### src/hdl/bhq_pkg.sv
package bhq_pkg;

  localparam int CAPACITY = 1024;
  localparam int KEY_W    = 32;
  localparam int CNT_W    = $clog2(CAPACITY + 1);
  // heap levels 0..LVL_CNT-1; the count and the level span share the same log
  localparam int LVL_CNT  = CNT_W;
  localparam int NCELL    = LVL_CNT - 1;
  localparam int LVL_W    = $clog2(LVL_CNT);
  localparam int POS_W    = $clog2(CAPACITY);
  localparam int ROW_W    = (LVL_CNT > 2) ? LVL_CNT - 2 : 1;
  localparam int CHK_W    = CNT_W + 3;

  typedef logic signed [KEY_W-1:0] key_t;

  localparam key_t KEY_NONE = '1;

  typedef enum logic {
    OP_INSERT  = 1'b0,
    OP_EXTRACT = 1'b1
  } op_t;

  typedef enum logic [1:0] {
    ST_DONE  = 2'd0,
    ST_FULL  = 2'd1,
    ST_EMPTY = 2'd2
  } status_t;

  // operation token handed from one level to the next
  typedef struct packed {
    logic              vld;
    op_t               op;
    logic              shift;
    key_t              key;
    logic [ROW_W-1:0]  par_off;
    logic [POS_W-1:0]  par_pos;
    logic [CNT_W-1:0]  path;
    logic [LVL_W-1:0]  lv_left;
    logic [CNT_W-1:0]  lim;
  } tok_t;

  typedef struct packed {
    logic             en;
    logic [ROW_W-1:0] row;
    logic             half;
    key_t             data;
  } wr_t;

  typedef struct packed {
    logic             en;
    logic [LVL_W-1:0] lvl;
    logic [ROW_W-1:0] row;
    logic             half;
  } fetch_t;

  function automatic logic key_less(input key_t a, input key_t b);
    return a < b;
  endfunction

  function automatic logic [LVL_W-1:0] lead_one(input logic [CNT_W-1:0] v);
    logic [LVL_W-1:0] idx;
    idx = '0;
    for (int i = 0; i < CNT_W; i++) begin
      if (v[i]) idx = LVL_W'(i);
    end
    return idx;
  endfunction

endpackage

### src/hdl/bhq_ram.sv
module bhq_ram import bhq_pkg::*; #(
  parameter int DEPTH = 2,
  parameter int AW    = 1
) (
  input  logic               clk,
  input  logic [1:0]         we,
  input  logic [AW-1:0]      waddr,
  input  key_t               wdata,
  input  logic [AW-1:0]      raddr,
  output logic [2*KEY_W-1:0] rdata
);

  logic [2*KEY_W-1:0] mem [DEPTH];
  logic [2*KEY_W-1:0] rdata_r;

  always_ff @(posedge clk) begin
    if (we[0]) mem[waddr][KEY_W-1:0] <= wdata;
    if (we[1]) mem[waddr][2*KEY_W-1:KEY_W] <= wdata;
    rdata_r <= mem[raddr];
  end

  assign rdata = rdata_r;

endmodule

### config.mk
export PLATFORM = sky130hd
export DESIGN_NAME = bhq_ram
export DESIGN_NICKNAME = d
export VERILOG_FILES = /design/src/hdl/bhq_pkg.sv /design/src/hdl/bhq_ram.sv
export SDC_FILE = /design/constraint.sdc
export NUM_CORES = 1
export LEC_CHECK = 0
export ABC_AREA = 1
export BUFFER_PORTS_ARGS = -buffer_cell sky130_fd_sc_hd__buf_2
export CAP_MARGIN = 20
export CORE_MARGIN = 10
export CORE_UTILIZATION = 50
export DETAILED_ROUTE_END_ITERATION = 8
export GPL_TIMING_DRIVEN = 0
export PLACE_DENSITY = 0.72
export SLEW_MARGIN = 20
export SYNTH_ARGS = -nofsm -noshare
export SYNTH_HDL_FRONTEND = slang
export SYNTH_SLANG_ARGS = --single-unit
### constraint.sdc
create_clock -name clk -period 4.48 [get_ports clk]
set_input_delay 0.448 -clock clk [delete_from_list [all_inputs] [get_ports clk]]
set_output_delay 0.448 -clock clk [all_outputs]
set_load 0.02 [all_outputs]
==> results.toml <==
[status]
outcome = "finished, final reports clean"

[setup_path]
crit_family = "flip-flops"
cpMaxStageDelayCell = "dfxtp_1"
startpoint = "rdata[36]$_DFF_P_"
crit_type = "reg2out"
cpPeakStageDelay_ns = 0.35
cp_max_fo = 1
worstPathArrival_ns = 0.95
endpoint_kind = "output pin"
cp_data_required_time_ns = 4.03
r2r_start = "mem[0][52]$_DFFE_PP_"
critPathBufInv = 1
critPathLaunchType = "flip-flop"
rrSetupSlack_ns = 3.85
crit_chain = "buf_2"

[sta]
fin_skew_ns = 0.00298
hold_violations = 0
fin_setup_tns_ns = 0
timing.fmax_ghz = 0.714
setup_viol = 0
slew_violations = 0
finalCritPeriodShare_pct = 31.3
min_period_ns = 1.40
worst_pin_slew_ns = 0.625
rsz0062_at_grt = "false"
relSlewSlack_pct = 58.2
holdWs_ns = 0.237

[placement]
portBuffers = 100
gp_congestion = 0.708
dp_hpwl_um = 7490
postPlaceCellArea_mm2 = 0.00680
dp_cells = 653

[die]
core_mm2 = 0.0116
start_util_pct = 51.9
die_y_um = 130
fp.dieW_um = 130
die_area_mm2 = 0.0168
ios = 101
rows = 39

[cells_and_area]
layout_commonest_cell = "nand2_1"
syn_to_final_growth_pct = 23.7
diodes = 0
drive_above_1_share_pct = 28.2
nFillCells = 843
final_cell_mix = "194 x nand2_1, 128 x edfxtp_1, 106 x buf_2, 64 x dfxtp_1, 17 x clkbuf_16"
postLayoutCellArea_mm2 = 0.00742
nets = 566
layout.cells.non_filler = 685

[routing]
vias_per_cell = 4.72
detail_route.wl_per_cell_um = 16.9
wirelength_um = 11600
drt_iter0_drc = 179
detail-route-antenna-nets = 0
dr.pass1.iters = 4
drc_errors = 0
num_vias = 3234

[grt]
grt_usage_pct = 14.3
grt_max_degree = 20
grt_pass1_wl_um = 17600
overflow = 0
antenna_found_initial = 0
grt_pass1_vias = 3285

[logic_synthesis]
synth_cells = 406
synth_nets = 443
syn_area_per_cell_um2 = 14.8
ys_seq_elements = 192
ys_warn_count = 0
netlist_area_mm2 = 0.00600
synth_cell_types = 9
seq_area_frac_synth_pct = 85.4

[cts]
cts_tree = "built"
cts_setup_buffers = 0
clock_sinks = 192
hold_buffers = 0
numCtsBuffers = 17
cts_root_buf = "clkbuf_16"
cts_resized = 0
htreeDepth = 4
clkTransAtPathRegs_ns = 0.07
cts_max_path_buffers = 2
insertion_delay_ns = 0.42

[hold_path]
hold_start = "wdata[31]"
hold_class = "in2reg"

[power]
power.leakage_nw = 3.16
power-per-cell-area_mw_per_mm2 = 523
ir_drop_uv = 256

[flow_run]
drv_cap = 0
-- layer usage --
layer  wire length, um  track usage [%]
met1              4520             14.8
met5                 0                0
met4               189             7.08
met3               607             4.73
met2              6250             25.6
-- path summary, 6_finish.rpt --
path | end | cells past startpoint
setup / recovery | rdata[36] | 1
hold / removal | mem[1][31]$_DFFE_PP_ | 1
setup reg to reg | rdata[52]$_DFF_P_ | 2
hold reg to reg | rdata[61]$_DFF_P_ | 2
-- final cells by class --
cell class,count,area [um^2],share of cell area [%]
Clock buffer,17,425,5.73
Timing Repair Buffer,104,611,8.23
Buffer,13,120,1.62
Inverter,5,18.8,0.253
Tap cell,143,179,2.41
Multi-Input combinational cell,196,751,10.1
Clock inverter,15,193,2.60
Sequential cell,192,5120,69.0
-- registers in the layout, summed over array words and instances (netlist names) --
| signal | cells |
|---|---|
| mem | 128 |
| rdata | 64 |
-- power by group --
group          total, mW  internal (mW)  switching (mW)
combinational      0.271         0.0874           0.184
clock               1.55          0.930           0.618
sequential          2.06           2.03          0.0327
-- Yosys cell counts --
cell type	n	area, um^2
buf_2	6	30.0
buf_4	1	7.51
clkbuf_8	6	82.6
dfxtp_1	64	1280
edfxtp_1	128	3840
inv_1	4	15.0
inv_2	1	3.75
nand2_1	194	728
nor2_1	2	7.51
-- cells by family (layout without fill, tap and decap cells) --
kind of cell | after synthesis | after routing | share of synthesized area, %
and+or+nand+nor | 196 | 196 | 12.3
DFF | 192 | 192 | 85.4
buffers and inverters | 18 | 154 | 2.31
-- through the flow --
step	utilization [%]	total power, mW	setup WS, ns
finish	64.2	3.88	3.08
global route	64.2	4.01	3.05
CTS	64.2	3.92	3.05
detailed placement	58.8	2.38	2.78
global placement	57.8	2.35	1.08
floorplan	-	2.24	2.22
-- worst reg2reg max path, stage by stage (launching register included) --
cell and delay, ns:
edfxtp_1 0.37, nand2_1 0.10, nand2_1 0.06
(Power assumes the default switching activity.)
