`src/hdl/bhq_pkg.sv`:
```
package bhq_pkg;

  localparam int CAPACITY = 1024;
  localparam int KEY_W    = 32;
  localparam int CNT_W    = $clog2(CAPACITY + 1);
  // heap levels 0..LVL_CNT-1; the count and the level span share the same log
  localparam int LVL_CNT  = CNT_W;
  localparam int NCELL    = LVL_CNT - 1;
  localparam int LVL_W    = $clog2(LVL_CNT);
  localparam int POS_W    = $clog2(CAPACITY);
  localparam int ROW_W    = (LVL_CNT > 2) ? LVL_CNT - 2 : 1;
  localparam int CHK_W    = CNT_W + 3;

  typedef logic signed [KEY_W-1:0] key_t;

  localparam key_t KEY_NONE = '1;

  typedef enum logic {
    OP_INSERT  = 1'b0,
    OP_EXTRACT = 1'b1
  } op_t;

  typedef enum logic [1:0] {
    ST_DONE  = 2'd0,
    ST_FULL  = 2'd1,
    ST_EMPTY = 2'd2
  } status_t;

  // operation token handed from one level to the next
  typedef struct packed {
    logic              vld;
    op_t               op;
    logic              shift;
    key_t              key;
    logic [ROW_W-1:0]  par_off;
    logic [POS_W-1:0]  par_pos;
    logic [CNT_W-1:0]  path;
    logic [LVL_W-1:0]  lv_left;
    logic [CNT_W-1:0]  lim;
  } tok_t;

  typedef struct packed {
    logic             en;
    logic [ROW_W-1:0] row;
    logic             half;
    key_t             data;
  } wr_t;

  typedef struct packed {
    logic             en;
    logic [LVL_W-1:0] lvl;
    logic [ROW_W-1:0] row;
    logic             half;
  } fetch_t;

  function automatic logic key_less(input key_t a, input key_t b);
    return a < b;
  endfunction

  function automatic logic [LVL_W-1:0] lead_one(input logic [CNT_W-1:0] v);
    logic [LVL_W-1:0] idx;
    idx = '0;
    for (int i = 0; i < CNT_W; i++) begin
      if (v[i]) idx = LVL_W'(i);
    end
    return idx;
  endfunction

endpackage

```
`src/hdl/bhq_cell.sv`:
```
module bhq_cell import bhq_pkg::*; (
  input  logic               clk,
  input  logic               rst_n,
  input  logic [LVL_W-1:0]   cell_lvl,
  input  tok_t               tok_in,
  output tok_t               tok_out,
  input  fetch_t             fetch_in,
  output key_t               fetch_data,
  input  wr_t                back_in,
  output wr_t                back_out,
  output wr_t                ram_wr,
  output logic [ROW_W-1:0]   ram_raddr,
  input  logic [2*KEY_W-1:0] ram_rdata,
  output logic               done
);

  tok_t             tok_r;
  tok_t             tok_out_r;
  tok_t             tok_out_nxt;
  logic             fet_vld_r;
  logic             fet_half_r;
  logic             rc_ok_r;
  logic             lkids_r;
  logic             rkids_r;
  logic             rc_ok_nxt;
  logic             lkids_nxt;
  logic             rkids_nxt;
  logic [CHK_W-1:0] pp_ext;
  logic [CHK_W-1:0] lim_ext;
  key_t             left;
  key_t             right;
  key_t             cur;
  key_t             best;
  logic             path_bit;
  logic             take;
  logic             take_l;
  logic             take_r;
  logic             swap;
  logic             kids;
  wr_t              own_wr;

  // child bounds for the token being read, registered alongside it
  assign pp_ext    = CHK_W'(tok_in.par_pos);
  assign lim_ext   = CHK_W'(tok_in.lim);
  assign rc_ok_nxt = ((pp_ext << 1) + CHK_W'(2)) < lim_ext;
  assign lkids_nxt = ((pp_ext << 2) + CHK_W'(3)) < lim_ext;
  assign rkids_nxt = ((pp_ext << 2) + CHK_W'(5)) < lim_ext;

  assign ram_raddr = tok_in.vld ? tok_in.par_off : fetch_in.row;

  always_ff @(posedge clk) begin
    if (!rst_n) begin
      tok_r      <= '0;
      tok_out_r  <= '0;
      fet_vld_r  <= 1'b0;
    end else begin
      tok_r      <= tok_in;
      tok_out_r  <= tok_out_nxt;
      fet_vld_r  <= fetch_in.en && (fetch_in.lvl == cell_lvl);
    end
  end

  always_ff @(posedge clk) begin
    fet_half_r <= fetch_in.half;
    rc_ok_r    <= rc_ok_nxt;
    lkids_r    <= lkids_nxt;
    rkids_r    <= rkids_nxt;
  end

  assign left     = ram_rdata[KEY_W-1:0];
  assign right    = ram_rdata[2*KEY_W-1:KEY_W];
  assign path_bit = tok_r.path[tok_r.lv_left - LVL_W'(1)];

  always_comb begin
    own_wr      = '0;
    back_out    = '0;
    tok_out_nxt = '0;
    done        = 1'b0;
    cur         = path_bit ? right : left;
    take        = tok_r.shift || key_less(tok_r.key, cur);
    take_l      = key_less(left, tok_r.key);
    best        = take_l ? left : tok_r.key;
    take_r      = rc_ok_r && key_less(right, best);
    swap        = take_l || take_r;
    kids        = take_r ? rkids_r : lkids_r;
    if (tok_r.vld) begin
      unique case (tok_r.op)
        OP_INSERT: begin
          own_wr.row  = tok_r.par_off;
          own_wr.half = path_bit;
          own_wr.data = tok_r.key;
          if (tok_r.lv_left == LVL_W'(1)) begin
            // free slot at the end of the path
            own_wr.en = 1'b1;
            done      = 1'b1;
          end else begin
            // once the key lands, every entry further down the path shifts one level down
            own_wr.en           = take;
            tok_out_nxt         = tok_r;
            tok_out_nxt.shift   = take;
            tok_out_nxt.key     = take ? cur : tok_r.key;
            tok_out_nxt.par_off = ROW_W'({tok_r.par_off, path_bit});
            tok_out_nxt.lv_left = tok_r.lv_left - LVL_W'(1);
          end
        end
        OP_EXTRACT: begin
          back_out.en   = 1'b1;
          back_out.row  = tok_r.par_off >> 1;
          back_out.half = tok_r.par_off[0];
          back_out.data = swap ? (take_r ? right : left) : tok_r.key;
          own_wr.row    = tok_r.par_off;
          own_wr.half   = take_r;
          own_wr.data   = tok_r.key;
          if (!swap) begin
            done = 1'b1;
          end else if (kids) begin
            tok_out_nxt         = tok_r;
            tok_out_nxt.par_pos = POS_W'({tok_r.par_pos, take_r}) + POS_W'(1);
            tok_out_nxt.par_off = ROW_W'({tok_r.par_off, take_r});
          end else begin
            // child is a leaf: drop the key into its slot
            own_wr.en = 1'b1;
            done      = 1'b1;
          end
        end
      endcase
    end
  end

  assign ram_wr     = own_wr.en ? own_wr : back_in;
  assign tok_out    = tok_out_r;
  assign fetch_data = fet_vld_r ? (fet_half_r ? right : left) : '0;

endmodule

```
`config.mk`:
```
export PLATFORM = sky130hd
export DESIGN_NAME = bhq_cell
export DESIGN_NICKNAME = d
export VERILOG_FILES = /design/src/hdl/bhq_pkg.sv /design/src/hdl/bhq_cell.sv
export SDC_FILE = /design/constraint.sdc
export NUM_CORES = 1
export LEC_CHECK = 0
export ABC_AREA = 1
export BUFFER_PORTS_ARGS = -buffer_cell sky130_fd_sc_hd__buf_2
export CAP_MARGIN = 20
export CORE_MARGIN = 4
export CORE_UTILIZATION = 30
export CTS_BUF_LIST = sky130_fd_sc_hd__clkbuf_4 sky130_fd_sc_hd__clkbuf_8
export CTS_CLUSTER_DIAMETER = 40
export DETAILED_ROUTE_END_ITERATION = 8
export HOLD_SLACK_MARGIN = 0.08
export PLACE_DENSITY = 0.55
export SLEW_MARGIN = 0
export SYNTH_ARGS = -nofsm -noshare
export SYNTH_HDL_FRONTEND = slang
export SYNTH_SLANG_ARGS = --single-unit
```
`constraint.sdc`:
```
create_clock -name clk -period 3.8 [get_ports clk]
set_input_delay 0.19 -clock clk [delete_from_list [all_inputs] [get_ports clk]]
set_output_delay 0.19 -clock clk [all_outputs]
set_load 0.02 [all_outputs]
```
==> results.yml <==
floorplan:
  initial_core_util_pct: 30.4
  coreArea_mm2: 0.0357
  die_w_um: 198
  io_pins: 416
  die_area_mm2: 0.0393
  rows: 69
  fp.dieH_um: 198
power_and_ir_drop:
  p_leak_nw: 10.0
  p_per_area_mw_per_mm2: 335
  ir_drop_v: 0.000331
drt:
  vias: 13300
  routed_wl_mm: 49.3
  drc: 1
  via_per_inst: 4.74
  ant_nets: 0
  drtIter0Drc: 570
  routedWlPerCell_um: 17.6
  firstDrtPassIters: 9
yosys:
  synth_cell_types: 42
  synth_compound_area_share_pct: 15.2
  synthArstFlopShare_pct: 0
  ys_seq_area_share_pct: 30.5
  syn_inst: 1619
  ys.flop_type: "dfxtp_1"
  syn_area_mm2: 0.0108
  ys_seq_elements: 165
  yosys.area_share.simple_pct: 24.6
  synth-xor-area-share_pct: 1.20
  synthMuxAreaShare_pct: 0.934
  yosys.area_share.adder_pct: 14.3
  synth_top_family_by_area: "simple AND/OR/NAND/NOR gates"
  syn_nets: 1951
  synth_edf_count: 0
  syn_avg_cell_area_um2: 6.70
  yosysWarnings: 0
grt:
  antenna_found_initial: 2
  grt_pass1_wl_mm: 70.6
  grt_usage_pct: 23.0
  overflow: 0
  grt_pass1_vias: 13400
  grt_max_degree: 83
sta:
  finalHoldViolCount: 0
  max_freq_ghz: 0.195
  post-route-min-period_ps: 5130
  skew_ps: 21.2
  tns_ps: -146090
  slew_violations: 0
  holdWs_ps: 124
  slew_headroom_pct: 30.9
  setup_violations: 156
  rsz0062_at_grt: "yes"
  fin_ws_ps: -1330
  fin_crit_sh_pct: 135
  tightest_slew_ps: 1040
critical_path:
  crit_start: "tok_r[75]"
  r2r_start: "tok_r[75]"
  reg2reg_depth: 32
  crit_path_start_kind: "register"
  r2r-end: "tok_out[68]"
  crit_path_top_delay_cell: "dfxtp_2"
  path_max_fanout: 8
  critical_path.max_stage_delay_ps: 350
  reg2reg_slack_ps: -790
  criticalPathCategory: "register to primary output"
  crit_arrival_ps: 4940
  cp.required_ps: 3610
  crit_path_end_kind: "primary output"
placed_design:
  gp_congestion: 0.904
  portBuffers: 414
  dp_hpwl_mm: 35.3
cts:
  numCtsBuffers: 17
  cts_tree: "yes"
  clk_root_buffer_cell: "clkbuf_8"
  clkTransAtPathRegs_ps: 110
  cts_max_level: 4
  clkSinkCount: 165
  insertion_delay_ps: 510
  ctsLongestPathBuffers: 2
cells_and_area:
  fillers: 3423
  layout.nets: 2666
  syn_to_final_growth_pct: 72.3
  fin_util_pct: 52.4
  layout-drive-gt1-share_pct: 42.8
worst_hold_path:
  hold_path_class: "input port to register"
  worstHoldStart: "ram_rdata[6]"
  min_to: "tok_out[51]"
  hold_depth: 5
outcome:
  failed_checks: "design-rule violations, negative setup slack"
  status: "complete, but fails checks"
job:
  drv_cap: 0
==> per-layer routing <==
layer  GRT usage [%]  wire (um)
met5               0          7
met4            9.79       1920
met3            5.63       3740
met2            40.5      24200
met1            26.6      19500
==> flip-flops by register name, indices dropped and copies added (netlist names) <==
signal / count
tok_r: 80
tok_out: 80
fet_vld_r: 1
fet_half_r: 1
rc_ok_r: 1
lkids_r: 1
rkids_r: 1
==> Yosys cell counts, types with 2 or more instances <==
cell / instances / area (um^2)
clkbuf_4: 2 / 15.0
ha_1: 124 / 1550
o21bai_1: 3 / 22.5
nor2_1: 101 / 379
mux2_2: 9 / 101
nand2_4: 3 / 33.8
a31oi_1: 2 / 12.5
inv_2: 3 / 11.3
nor4_1: 2 / 12.5
nor3_1: 8 / 40.0
buf_4: 8 / 60.1
buf_2: 9 / 45.0
nand4_1: 12 / 75.1
a211oi_1: 4 / 30.0
or2_2: 2 / 12.5
o21ai_0: 150 / 751
a21o_1: 2 / 15.0
a2111oi_0: 3 / 26.3
xnor2_1: 4 / 35.0
clkbuf_1: 41 / 154
inv_1: 273 / 1020
xor2_1: 9 / 78.8
o221ai_1: 3 / 26.3
o22ai_1: 6 / 37.5
nand2_2: 4 / 25.0
o21a_1: 7 / 52.6
nand3_1: 73 / 365
nand2_1: 432 / 1620
dfxtp_1: 165 / 3300
nand3_2: 7 / 70.1
buf_6: 12 / 135
o21ai_1: 2 / 10.0
o211ai_1: 2 / 15.0
a21oi_1: 124 / 621
==> through the flow <==
stage,instance area [um^2],setup WS (ps),std cells,total power [mW]
floorplan,11300,0.779,1619,3.14
CTS,17900,-1280,2796,6.02
finish,18700,-1330,2809,6.26
global placement,15200,-1050,2636,4.05
global route,18700,-1610,2809,6.64
detailed placement,15200,-1080,2636,4.09
==> what timing repair did <==
item / 4_1_cts / 5_1_grt
endpoints found under the hold margin: 83 / 0
gates cloned: 8 / 11
hold buffers: 82 / 0
pin swaps: 36 / 41
setup endpoints to repair: 156 / 156
resized for setup: 307 / 124
buffers inserted: 38 / 6
==> layout by cell type, fill, tap and decap left out, drive strengths merged, types with 2 or more instances in the layout <==
cell,Yosys,layout
o21ai,152,152
xor2,10,10
o211ai,2,2
dlygate4sd3,0,82
o22ai,6,6
a211oi,4,4
mux2,9,9
dfxtp,165,165
nand2,439,440
nand3,80,80
o21a,7,7
nor3,8,8
nand4,12,12
clkbuf,43,24
buf,29,675
a2111oi,3,3
nor2,101,101
or2,2,2
a21oi,124,124
a31oi,3,3
clkinv,0,6
ha,124,124
inv,276,286
nor4,2,2
o21bai,3,3
a21o,2,2
xnor2,4,4
o221ai,3,3
==> critical path: cells and delay by family, from the launching register on <==
kind / cells / cell delay [ps]
simple gates: 17 / 1810
compound gates: 6 / 990
buf+inv: 6 / 760
fa+ha+maj: 2 / 490
flops: 1 / 350
==> power breakdown <==
part / switching (mW) / internal [mW]
registers: 0.0476 / 1.81
clock network: 0.871 / 0.519
logic: 1.64 / 1.39
==> layout make-up <==
type / count / area (um^2) / share of cell area, %
multi-input combinational: 1107 / 7440 / 39.8
timing repair inverter: 2 / 22.5 / 0.120
inverter: 276 / 1050 / 5.62
clock buffer: 17 / 234 / 1.25
clock inverter: 15 / 195 / 1.04
tap: 461 / 577 / 3.09
sequential: 165 / 3330 / 17.8
antenna: 1 / 2.50 / 0.0134
timing repair buffer: 765 / 5850 / 31.3
==> how the worst max path moves through the flow <==
stage | to | slack (ps) | cells past startpoint
CTS | done | -1280 | 31
floorplan | ram_wr[32] | 0.8 | 31
global placement | ram_wr[19] | -1050 | 29
global route | ram_wr[2] | -1610 | 31
detailed placement | back_out[1] | -1080 | 26
finish | ram_wr[2] | -1330 | 31
==> cell families (layout without fill, tap and decap cells) <==
kind of cell | count (synthesis) | in the layout
buf+inv | 348 | 1075
xor+xnor | 14 | 14
other cells | 1 | 2
flops | 165 | 165
compound gates | 310 | 310
simple gates | 648 | 649
fa+ha+maj | 124 | 124
mux | 9 | 9
Power figures use the tool's default switching activity.
